<file path="src/hw/rtl/case_insensitive_substring_search_macros.svh">
// ----------------------------------------------------------------------------
// Assertion macros
// Shared concurrent assertion wrappers for the substring search block.
// ----------------------------------------------------------------------------
`ifndef CASE_INSENSITIVE_SUBSTRING_SEARCH_MACROS_SVH
`define CASE_INSENSITIVE_SUBSTRING_SEARCH_MACROS_SVH

// Same-cycle implication, disabled while in reset.
`define CISS_ASSERT_SAME(label, clk, rst_n, ante, cons, msg) \
    label: assert property (@(posedge clk) disable iff (!rst_n) (ante) |-> (cons)) \
        else $error(msg);

// Next-cycle implication, disabled while in reset.
`define CISS_ASSERT_NEXT(label, clk, rst_n, ante, cons, msg) \
    label: assert property (@(posedge clk) disable iff (!rst_n) (ante) |=> (cons)) \
        else $error(msg);

`endif

</file>
<file path="src/hw/rtl/ciss_pkg.sv">
// ----------------------------------------------------------------------------
// ciss_pkg
// Types, constants and helpers for the case-insensitive substring search.
// ----------------------------------------------------------------------------
package ciss_pkg;

    localparam int MAX_PATTERN  = 8;
    localparam int CHAR_W       = 8;
    localparam int PAT_W        = 64;
    localparam int LEN_W        = 4;
    localparam int PAT_IDX_W    = (MAX_PATTERN > 1) ? $clog2(MAX_PATTERN) : 1;
    localparam int POS_W        = 17;
    localparam int OFFSET_W     = 16;
    localparam int CFG_IDX_W    = 1;
    localparam int CFG_DATA_W   = 64;

    localparam logic [POS_W-1:0]   POS_MAX    = {POS_W{1'b1}};
    localparam logic [CHAR_W-1:0]  FOLD_BELOW = 8'd96;
    localparam logic [CHAR_W-1:0]  FOLD_ABOVE = 8'd123;
    localparam logic [CHAR_W-1:0]  FOLD_MASK  = 8'hdf;

    localparam logic [CFG_IDX_W-1:0] CFG_PATTERN_BYTES  = 1'd0;
    localparam logic [CFG_IDX_W-1:0] CFG_PATTERN_LENGTH = 1'd1;

    typedef logic [CHAR_W-1:0] char_t;

    typedef struct packed {
        logic shift;
        logic clear;
    } cell_ctrl_t;

    function automatic char_t fold_char(input char_t c);
        if (c > FOLD_BELOW && c < FOLD_ABOVE)
        begin
            return c & FOLD_MASK;
        end
        return c;
    endfunction

    function automatic char_t pattern_char(input logic [PAT_W-1:0] pat,
                                           input logic [PAT_IDX_W-1:0] idx);
        return pat[idx*CHAR_W +: CHAR_W];
    endfunction

endpackage

</file>
<file path="src/hw/rtl/ciss_if.sv">
// ----------------------------------------------------------------------------
// ciss interfaces
// Valid/ready channels for text words, result words and register writes.
// ----------------------------------------------------------------------------
interface ciss_text_if
    import ciss_pkg::*;
();
    logic              valid;
    logic              ready;
    logic [CHAR_W-1:0] text_byte;
    logic              end_of_text;

    modport source (output valid, output text_byte, output end_of_text, input ready);
    modport sink   (input valid, input text_byte, input end_of_text, output ready);
endinterface

interface ciss_result_if
    import ciss_pkg::*;
();
    logic                valid;
    logic                ready;
    logic                found;
    logic [OFFSET_W-1:0] match_offset;

    modport source (output valid, output found, output match_offset, input ready);
    modport sink   (input valid, input found, input match_offset, output ready);
endinterface

interface ciss_cfg_if
    import ciss_pkg::*;
();
    logic                  valid;
    logic                  ready;
    logic [CFG_IDX_W-1:0]  index;
    logic [CFG_DATA_W-1:0] data;

    modport source (output valid, output index, output data, input ready);
    modport sink   (input valid, input index, input data, output ready);
endinterface

</file>
<file path="src/hw/rtl/ciss_cell.sv">
// ----------------------------------------------------------------------------
// ciss_cell
// One window slot: holds a folded text byte, compares the byte moving in
// against its pattern character and passes the old byte to the next slot.
// ----------------------------------------------------------------------------
module ciss_cell
    import ciss_pkg::*;
(
    input  logic       clk,
    input  logic       rst_n,
    input  cell_ctrl_t ctrl,
    input  logic       active,
    input  char_t      want,
    input  char_t      char_in,
    output char_t      char_out,
    output logic       hit
);

    char_t char_reg;
    char_t char_next;

    always_comb
    begin
        char_next = char_reg;
        if (ctrl.clear)
        begin
            char_next = '0;
        end
        else if (ctrl.shift)
        begin
            char_next = char_in;
        end
    end

    always_ff @(posedge clk or negedge rst_n)
    begin
        if (!rst_n)
        begin
            char_reg <= '0;
        end
        else
        begin
            char_reg <= char_next;
        end
    end

    assign char_out = char_reg;
    assign hit      = !active || (char_in == want);

endmodule

</file>
<file path="src/hw/rtl/case_insensitive_substring_search.sv">
// ----------------------------------------------------------------------------
// case_insensitive_substring_search
// Streams text words through a row of compare cells and reports the start
// offset of the first case-folded match of the pattern, or not found.
//
//   channel  dir  word fields                    handshake
//   text     in   text_byte, end_of_text         valid/ready
//   result   out  found, match_offset            valid/ready
//   cfg      in   index, data                    valid/ready, always ready
//
// One text word per cycle while text.ready is high; the cell row compares the
// whole window in the cycle a word is taken, and the result register loads at
// that same edge. A result appears in the cycle after the word that causes it.
// text.ready drops only while a result word waits and result.ready is low.
// Reset clears pattern, window, position and the match flag; no clearing pass.
// ----------------------------------------------------------------------------
`include "case_insensitive_substring_search_macros.svh"

module case_insensitive_substring_search
    import ciss_pkg::*;
(
    input  logic                 clk,
    input  logic                 rst_n,
    ciss_text_if.sink            text,
    ciss_result_if.source        result,
    ciss_cfg_if.sink             cfg
);

    logic [PAT_W-1:0]    pattern_bytes_reg;
    logic [LEN_W-1:0]    pattern_length_reg;
    logic [POS_W-1:0]    pos_reg;
    logic [POS_W-1:0]    pos_next;
    logic                reported_reg;
    logic                reported_next;
    logic                res_valid_reg;
    logic                res_valid_next;
    logic                res_found_reg;
    logic                res_found_next;
    logic [OFFSET_W-1:0] res_offset_reg;
    logic [OFFSET_W-1:0] res_offset_next;

    logic                take;
    logic                last;
    cell_ctrl_t          cell_ctrl;
    char_t               win [MAX_PATTERN];
    logic [MAX_PATTERN-1:0] hits;
    logic                len_ok;
    logic [POS_W:0]      pos_p1;
    logic [POS_W:0]      start;
    logic                enough;
    logic                start_ok;
    logic                match;

    assign cfg.ready = 1'b1;

    always_ff @(posedge clk or negedge rst_n)
    begin
        if (!rst_n)
        begin
            pattern_bytes_reg  <= '0;
            pattern_length_reg <= '0;
        end
        else if (cfg.valid)
        begin
            unique case (cfg.index)
                CFG_PATTERN_BYTES:  pattern_bytes_reg  <= cfg.data;
                CFG_PATTERN_LENGTH: pattern_length_reg <= cfg.data[LEN_W-1:0];
                default:            pattern_bytes_reg  <= pattern_bytes_reg;
            endcase
        end
    end

    assign text.ready = !res_valid_reg || result.ready;
    assign take       = text.valid && text.ready;
    assign last       = text.end_of_text;

    assign cell_ctrl.shift = take && !reported_reg;
    assign cell_ctrl.clear = take && last;

    genvar k;
    generate
        for (k = 0; k < MAX_PATTERN; k++)
        begin : g_cell
            logic [LEN_W-1:0] sel;
            logic             active;
            char_t            char_in;

            assign sel    = pattern_length_reg - LEN_W'(k) - LEN_W'(1);
            assign active = pattern_length_reg > LEN_W'(k);

            if (k == 0)
            begin : g_head
                assign char_in = fold_char(text.text_byte);
            end
            else
            begin : g_body
                assign char_in = win[k-1];
            end

            ciss_cell u_cell (
                .clk      (clk),
                .rst_n    (rst_n),
                .ctrl     (cell_ctrl),
                .active   (active),
                .want     (pattern_char(pattern_bytes_reg, sel[PAT_IDX_W-1:0])),
                .char_in  (char_in),
                .char_out (win[k]),
                .hit      (hits[k])
            );
        end
    endgenerate

    assign len_ok   = (pattern_length_reg != '0)
                   && (pattern_length_reg <= LEN_W'(MAX_PATTERN));
    assign pos_p1   = {1'b0, pos_reg} + (POS_W+1)'(1);
    assign enough   = pos_p1 >= (POS_W+1)'(pattern_length_reg);
    assign start    = pos_p1 - (POS_W+1)'(pattern_length_reg);
    assign start_ok = (start[POS_W:OFFSET_W] == '0);
    assign match    = !reported_reg && len_ok && enough && start_ok && (&hits);

    always_comb
    begin
        pos_next        = pos_reg;
        reported_next   = reported_reg;
        res_valid_next  = res_valid_reg && !result.ready;
        res_found_next  = res_found_reg;
        res_offset_next = res_offset_reg;
        if (take)
        begin
            if (match)
            begin
                res_valid_next  = 1'b1;
                res_found_next  = 1'b1;
                res_offset_next = start[OFFSET_W-1:0];
            end
            else if (last && !reported_reg)
            begin
                res_valid_next  = 1'b1;
                res_found_next  = 1'b0;
                res_offset_next = '0;
            end

            if (last)
            begin
                pos_next      = '0;
                reported_next = 1'b0;
            end
            else if (!reported_reg)
            begin
                reported_next = match;
                if (pos_reg != POS_MAX)
                begin
                    pos_next = pos_p1[POS_W-1:0];
                end
            end
        end
    end

    always_ff @(posedge clk or negedge rst_n)
    begin
        if (!rst_n)
        begin
            pos_reg       <= '0;
            reported_reg  <= 1'b0;
            res_valid_reg <= 1'b0;
        end
        else
        begin
            pos_reg       <= pos_next;
            reported_reg  <= reported_next;
            res_valid_reg <= res_valid_next;
        end
    end

    always_ff @(posedge clk)
    begin
        res_found_reg  <= res_found_next;
        res_offset_reg <= res_offset_next;
    end

    assign result.valid        = res_valid_reg;
    assign result.found        = res_found_reg;
    assign result.match_offset = res_offset_reg;

    `CISS_ASSERT_NEXT(a_end_clears, clk, rst_n, take && last, !reported_reg && (pos_reg == '0), "end of text did not clear string state")
    `CISS_ASSERT_NEXT(a_hold_after_match, clk, rst_n, take && reported_reg && !last, $stable(pos_reg) && reported_reg, "position moved after match")
    `CISS_ASSERT_SAME(a_match_reported, clk, rst_n, $rose(reported_reg), result.valid && result.found, "match flag set without found word")

endmodule
</file>
<file path="src/flat_wrapper.sv">
// flat-port wrapper written by rule: the top's interface ports become plain ports
module case_insensitive_substring_search_flat import ciss_pkg::*;
  (clk, rst_n, text_valid, text_text_byte, text_end_of_text, text_ready, result_valid, result_found, result_match_offset, result_ready, cfg_valid, cfg_index, cfg_data, cfg_ready);
  ciss_text_if text_i ();
  ciss_result_if result_i ();
  ciss_cfg_if cfg_i ();
  input  logic clk;
  input  logic rst_n;
  input wire logic [$bits(text_i.valid)-1:0] text_valid;
  input wire logic [$bits(text_i.text_byte)-1:0] text_text_byte;
  input wire logic [$bits(text_i.end_of_text)-1:0] text_end_of_text;
  output wire logic [$bits(text_i.ready)-1:0] text_ready;
  output wire logic [$bits(result_i.valid)-1:0] result_valid;
  output wire logic [$bits(result_i.found)-1:0] result_found;
  output wire logic [$bits(result_i.match_offset)-1:0] result_match_offset;
  input wire logic [$bits(result_i.ready)-1:0] result_ready;
  input wire logic [$bits(cfg_i.valid)-1:0] cfg_valid;
  input wire logic [$bits(cfg_i.index)-1:0] cfg_index;
  input wire logic [$bits(cfg_i.data)-1:0] cfg_data;
  output wire logic [$bits(cfg_i.ready)-1:0] cfg_ready;
  assign text_i.valid = text_valid;
  assign text_i.text_byte = text_text_byte;
  assign text_i.end_of_text = text_end_of_text;
  assign text_ready = text_i.ready;
  assign result_valid = result_i.valid;
  assign result_found = result_i.found;
  assign result_match_offset = result_i.match_offset;
  assign result_i.ready = result_ready;
  assign cfg_i.valid = cfg_valid;
  assign cfg_i.index = cfg_index;
  assign cfg_i.data = cfg_data;
  assign cfg_ready = cfg_i.ready;
  case_insensitive_substring_search u_core (.clk(clk), .rst_n(rst_n), .text(text_i), .result(result_i), .cfg(cfg_i));
endmodule
</file>
<file path="config.mk">
export PLATFORM = sky130hd
export DESIGN_NAME = case_insensitive_substring_search_flat
export DESIGN_NICKNAME = d
export VERILOG_FILES = /design/src/hw/rtl/ciss_pkg.sv /design/src/hw/rtl/ciss_if.sv /design/src/hw/rtl/ciss_cell.sv /design/src/hw/rtl/case_insensitive_substring_search.sv /design/src/flat_wrapper.sv
export VERILOG_INCLUDE_DIRS = /design/src /design/src/hw/rtl
export SDC_FILE = /design/constraint.sdc
export NUM_CORES = 1
export LEC_CHECK = 0
export ABC_AREA = 1
export BUFFER_PORTS_ARGS = -buffer_cell sky130_fd_sc_hd__buf_2
export CAP_MARGIN = 40
export CORE_ASPECT_RATIO = 0.7
export CORE_MARGIN = 5
export CORE_UTILIZATION = 49
export CTS_CLUSTER_DIAMETER = 60
export DETAILED_ROUTE_END_ITERATION = 7
export GPL_ROUTABILITY_DRIVEN = 0
export PLACE_DENSITY_LB_ADDON = 0.25
export SLEW_MARGIN = 20
export SYNTH_ARGS = -nofsm -noshare
export SYNTH_HDL_FRONTEND = slang
export SYNTH_SLANG_ARGS = --single-unit
</file>
<file path="constraint.sdc">
create_clock -name clk -period 5.11 [get_ports clk]
set_input_delay 0.511 -clock clk [delete_from_list [all_inputs] [get_ports clk]]
set_output_delay 0.511 -clock clk [all_outputs]
set_load 0.01 [all_outputs]
</file>
* Word-level counts from Yosys, hierarchy flattened *
Cells that the tools add are included.

storage, ports and cells
  flip-flop bits (word level) = 160
  input port bits = 79
  logic and storage cells = 130

cells by class
  add/sub/neg operators = 16
  order comparisons = 12
  equality and inequality tests = 10
  shifts and indexed selects = 8
  multiplexer cells = 28
  bitwise gates (word level) = 1
  reductions and logical operators = 41

operators by type and width
  cell                     count
  $shiftx A64 B7 Y8        8
  $mux W8                  16
  $eq A8 B8 Y1             8
  $mux W17                 3
  $mux W16                 2
  $sub A3 B1 Y3 const B    8
  $add A17 B1 Y18 const B  1
  $ge A18 B4 Y1            1
  $sub A18 B4 Y18          1
  $ne A17 B17 Y1 const B   1
  $gt A4 B3 Y1 const B     4
  $sub A3 B3 Y3 const B    4
  $logic_and A1 B1 Y1      11
  $logic_not A1 Y1         11
  $logic_or A1 B1 Y1       9
  $gt A4 B1 Y1 const B     2
  $gt A4 B2 Y1 const B     2
  $gt A8 B7 Y1 const B     1
  $lt A8 B7 Y1 const B     1
  $reduce_and A8 Y1        1
  $mux W1                  7
  $reduce_and A2 Y1        3
  $reduce_bool A2 Y1       3
  $sub A3 B2 Y3 const B    2
  6 further kinds          6

* Logic depth before layout (Yosys ltp) *
  word-level depth = 10
  mapped depth = 26
  gate-level depth less buffers = 20

* Modules after synthesis *
From an unflattened synthesis, not the netlist that was laid out.

second synthesis, totals
  cells, all modules = 1541
  area, all modules = 11558.6 µm²

modules (own cells, without submodules)
  module                             instances  cells an instance  area each (µm²)  sequential area each (µm²)
  case_insensitive_substring_search  1          1029               7554.7           2687.6
  ciss_cell                          8          64                 500.5            200.2

* Least setup slack after synthesis *
No wires, ideal clock.

  kind = reg2reg
  start point = register u_core.pattern_length_reg[1]
  end point = register u_core.res_found_reg, in the netlist u_core.result.found (enable)
  setup time = 373 ps
  arrival = 2927 ps
  data required time = 4737 ps
  path slack = 1809 ps
  cell stages (with the launch flop) = 22
  path buffers = 4
  path through = dfrtp_1 > buf_2 > inv_1 > buf_2 > ha_1 > buf_2 > inv_2 > nand2_1 > nand2_2 > buf_4 > nand3_1 > nand3_1 > nand3_1 > nand2_1 > nand2_1 > nor2_1 > nand2_1 > nand2_1 > nand2_1 > nor2_1 > nand4_1 > nand2_1

on the way
  word-level cells in the longest chain between the ends = 9

ends and longest elaborated chain
  item                                   RTL line                                  RTL
  start, declared                        case_insensitive_substring_search.sv:30   logic [LEN_W-1:0] pattern_length_reg;
  start signal, assigned                 case_insensitive_substring_search.sv:67   CFG_PATTERN_LENGTH: pattern_length_reg <= cfg.data[LEN_W-1:0];
  $sub A3 B3 Y3 (tied with other cells)  case_insensitive_substring_search.sv:88   assign sel = pattern_length_reg - LEN_W'(k) - LEN_W'(1);
  $sub A3 B1 Y3                          case_insensitive_substring_search.sv:88
  $shiftx A64 B7 Y8                      ciss_pkg.sv:42                            return pat[idx*CHAR_W +: CHAR_W];
  $eq A8 B8 Y1                           ciss_cell.sv:48                           assign hit = !active || (char_in == want);
  $logic_or A1 B1 Y1                     ciss_cell.sv:48
  $reduce_and A8 Y1                      case_insensitive_substring_search.sv:119  assign match = !reported_reg && len_ok && enough && start_ok && (&hits);
  $logic_and A1 B1 Y1 *                  case_insensitive_substring_search.sv:119
  $reduce_bool A2 Y1 (no line) *         -
  $reduce_and A2 Y1 (no line) *          -
  end signal, assigned                   case_insensitive_substring_search.sv:177  res_found_reg <= res_found_next;
  end, declared                          case_insensitive_substring_search.sv:37   logic res_found_reg;

Every way passes the cells marked *; elsewhere a longest branch is shown, timed or not.
A chain may end at the register's enable or synchronous reset.

* Worst setup path in the final report *
  start point = register u_core.pattern_length_reg[0]
  end point = register u_core.res_offset_reg[3], in the netlist u_core.result.match_offset[3] (enable)

on the way
  word-level cells in the longest chain between the ends = 9

ends and longest elaborated chain
  item                                   RTL line                                  RTL
  $sub A3 B3 Y3 (tied with other cells)  case_insensitive_substring_search.sv:88
  $sub A3 B1 Y3                          case_insensitive_substring_search.sv:88
  $shiftx A64 B7 Y8                      ciss_pkg.sv:42
  $eq A8 B8 Y1                           ciss_cell.sv:48
  $logic_or A1 B1 Y1                     ciss_cell.sv:48
  $reduce_and A8 Y1                      case_insensitive_substring_search.sv:119
  $logic_and A1 B1 Y1 *                  case_insensitive_substring_search.sv:119
  $reduce_bool A2 Y1 (no line) *         -
  $reduce_and A2 Y1 (no line) *          -
  end signal, assigned                   case_insensitive_substring_search.sv:178  res_offset_reg <= res_offset_next;
  end, declared                          case_insensitive_substring_search.sv:39   logic [OFFSET_W-1:0] res_offset_reg;

Marks and branches as above.

==> metrics <==
outcome=finished with violations; failing checks=DRC; Synth Register Bits=160; Final ANT Viol Nets=0; post-detail-place hpwl=26400 µm; met2 Usage GRT=between 30% and 40%; Max Cap Viol=0; CP Launch Type=register; Critical Path RT=5.17 ns; ys async rst share=89.4%; Placed Area=11700 µm²; final core occ=a little over half; # IOs=99; r2r endpoint=u_core.result.match_offset[3]$_SDFFCE_PN0P_; CP arrival=4.19 ns; Setup crit end kind=register; Final Non-Filler Cells=1948; most frequent cell after synthesis=nand2_1; Starting Density=49.3%; cells after synthesis=1585; GRT overflow=0; share of layout cells above drive strength 1=a little over an eighth; DIE AREA=between 20000 and 30000 µm²; CP endpoint=u_core.result.match_offset[3]$_SDFFCE_PN0P_; dpl cells=1916; worst-path cell chain=inv_4, ha_1, inv_1, nand2_1, nand2_4, inv_2, nand3_1, nand2_1, nand2_1, nand2_1, nand3_1, nor2_1, nand2_1, nand2_1, nand2_1, nor2_1, nand4_1, nand2_1; most instantiated cells after synthesis=nand2_1, nand3_1, dfrtp_1, inv_1; fin crit share=80.7%; Post-Route Skew=0.0139 ns; sequential element share of the synthesized area=36.9%; crit path kind=reg -> reg; Post-Route WL=36000 µm; max FFs per register=64; Fin Hold WS=roughly 0.3 ns; core area=22400 µm²; Die X=190 µm; fmax=0.243 GHz; min Tclk post-route=4.12 ns; slowest stage delay, CP=between 0.5 and 0.6 ns; Layout area overhead=10.9%; grt met3 use=9.02%; slowest cell on the critical path=nand2_1; Worst Hold Class=in -> reg; Clock Latency Late Sink=0.44 ns; Final Hold Viols=0; top post-synthesis cells by area=dfrtp_1, nand2_1, nand3_1, mux2_2, inv_1; DR DRC count=1; worst vdd ir=0.260 mV; worst r2r src=u_core.pattern_length_reg[0]$_DFFE_PN0P_; Critical Path Start=u_core.pattern_length_reg[0]$_DFFE_PN0P_; Crit Path Max Fanout=27; total power=4.62 mW; first-pass GRT wire length=between 50000 and 60000 µm; Post-synth top flop=dfrtp_1; Synth area leader=dfrtp_1; Synth warnings=0; H-tree depth=4; Worst-path clk slew=about 0.070 ns; I/O Buffers=97; die height=136 µm; Total GRT Usage=28.2%; root buf cell=clkbuf_16; number of global-route vias before repair=approximately 11k; ANT cells=0; Yosys top cell area share=around a third; Final Max Tran Viols=0; Routed WL per cell=18.5 µm; Pre-Repair DR Iteration Count=8; Distinct cells, synth=40; Slew HR=53.7%; CTS tree=done; pin count of the biggest net entering global routing=79; leakage power=a little over 6 nW; final setup margin=around 0.99 ns; CTS sink count=160; initial DRC count=between 1.5k and 2k; Power Density=376 nW/µm²; initial antenna violation count=0; setup slack, reg-to-reg=0.99 ns; synthesized area per cell=6.98 µm²; row count=46; via count=~12k; fin nets=1740; DR vias/cell=between 5 and 6; Top Usage Layer GRT=met2; met1 Use GR=between 30% and 40%; crit-path most repeated cell=nand2_1; CTS-repair resized insts=0; pre-CTS setup slack=1.15 ns; Synth Net Count=1677; R2R cell count=18; Cell Area, Synth=11100 µm²; Final Instance Area=12300 µm²; Num CTS Buffers=17; CTS Buffer Depth=2; Worst Tran Pin Value=roughly 0.69 ns; setup violators final=0; setup total negative slack=0 ns; number of flops mapped to enable cells by yosys=17; unrepaired setup endpoints after global routing=no
-- cells in the final DEF (no fill, tap or decap), types with 21 or more instances in the layout --
master and n:
mux2_2 50, o21ai_0 21, dfrtp_1 142, nand4_1 25, o22ai_1 71, nor2_1 71
nand2_1 533, buf_2 96, nand3_1 345, inv_1 143
-- metal layers --
metal	part of all wire [%]	wire, µm
met5	0	0
met4	4.4	1580
met3	14	4950
met2	40	14300
met1	42	15100
-- power by group --
part	internal (mW)	leakage, nW	switching [mW]	total [mW]
clock	0.778	0.279	0.543	1.32
combinational	0.562	3.85	1.25	1.81
sequential	1.39	2.00	0.0962	1.48
total	2.73	6.12	1.89	4.62
-- repair_timing --
action	CTS	global route
setup endpoints to repair	0	0
buffers inserted	0	0
hold buffers	1	0
hold endpoints to repair	20	0
-- cell type report --
class                   count  area (µm²)
clock buffers              21         450
clock inverters            10         136
fillers                  2196       10200
inverters                 149         562
multi-input cells        1206        6040
flip-flops and latches    160        4090
well taps                 288         360
repair buffers            114         642
-- worst max-delay path: cells and delay by family (launching register included) --
kind	cells	cell delay [ns]
and+or+nand+nor	14	2.19
adders and majority gates	1	0.42
buffers and inverters	3	0.69
DFF	1	0.42
-- logic make-up (layout without fill, tap and decap cells) --
group	count (synthesis)	count (layout)	share of synthesized area (%)
buffers and inverters	219	294	8.56
DFF	160	160	36.9
adders and majority gates	13	13	1.54
other	1	1	0.0339
xor gates and xnor gates	18	18	1.42
AOI/OAI and AO/OA	111	111	5.86
muxes	50	50	5.09
and+or+nand+nor	1013	1013	40.6
-- worst min-delay path by stage --
stage / from / end / cells after the start
final: cfg_data[59] / u_core.pattern_bytes_reg[59]$_DFFE_PN0P_ / 2
after global routing: cfg_data[54] / u_core.pattern_bytes_reg[54]$_DFFE_PN0P_ / 2
after CTS: cfg_data[54] / u_core.pattern_bytes_reg[54]$_DFFE_PN0P_ / 2
after detailed placement: rst_n / u_core.pattern_bytes_reg[35]$_DFFE_PN0P_ / 1
after global placement: u_core.pattern_bytes_reg[24]$_DFFE_PN0P_ / u_core.pattern_bytes_reg[24]$_DFFE_PN0P_ / 1
after floorplan: rst_n / u_core.g_cell[0].u_cell.char_out[0]$_DFFE_PN0P_ / 0
Note: power is estimated with default switching activity, not from simulation.
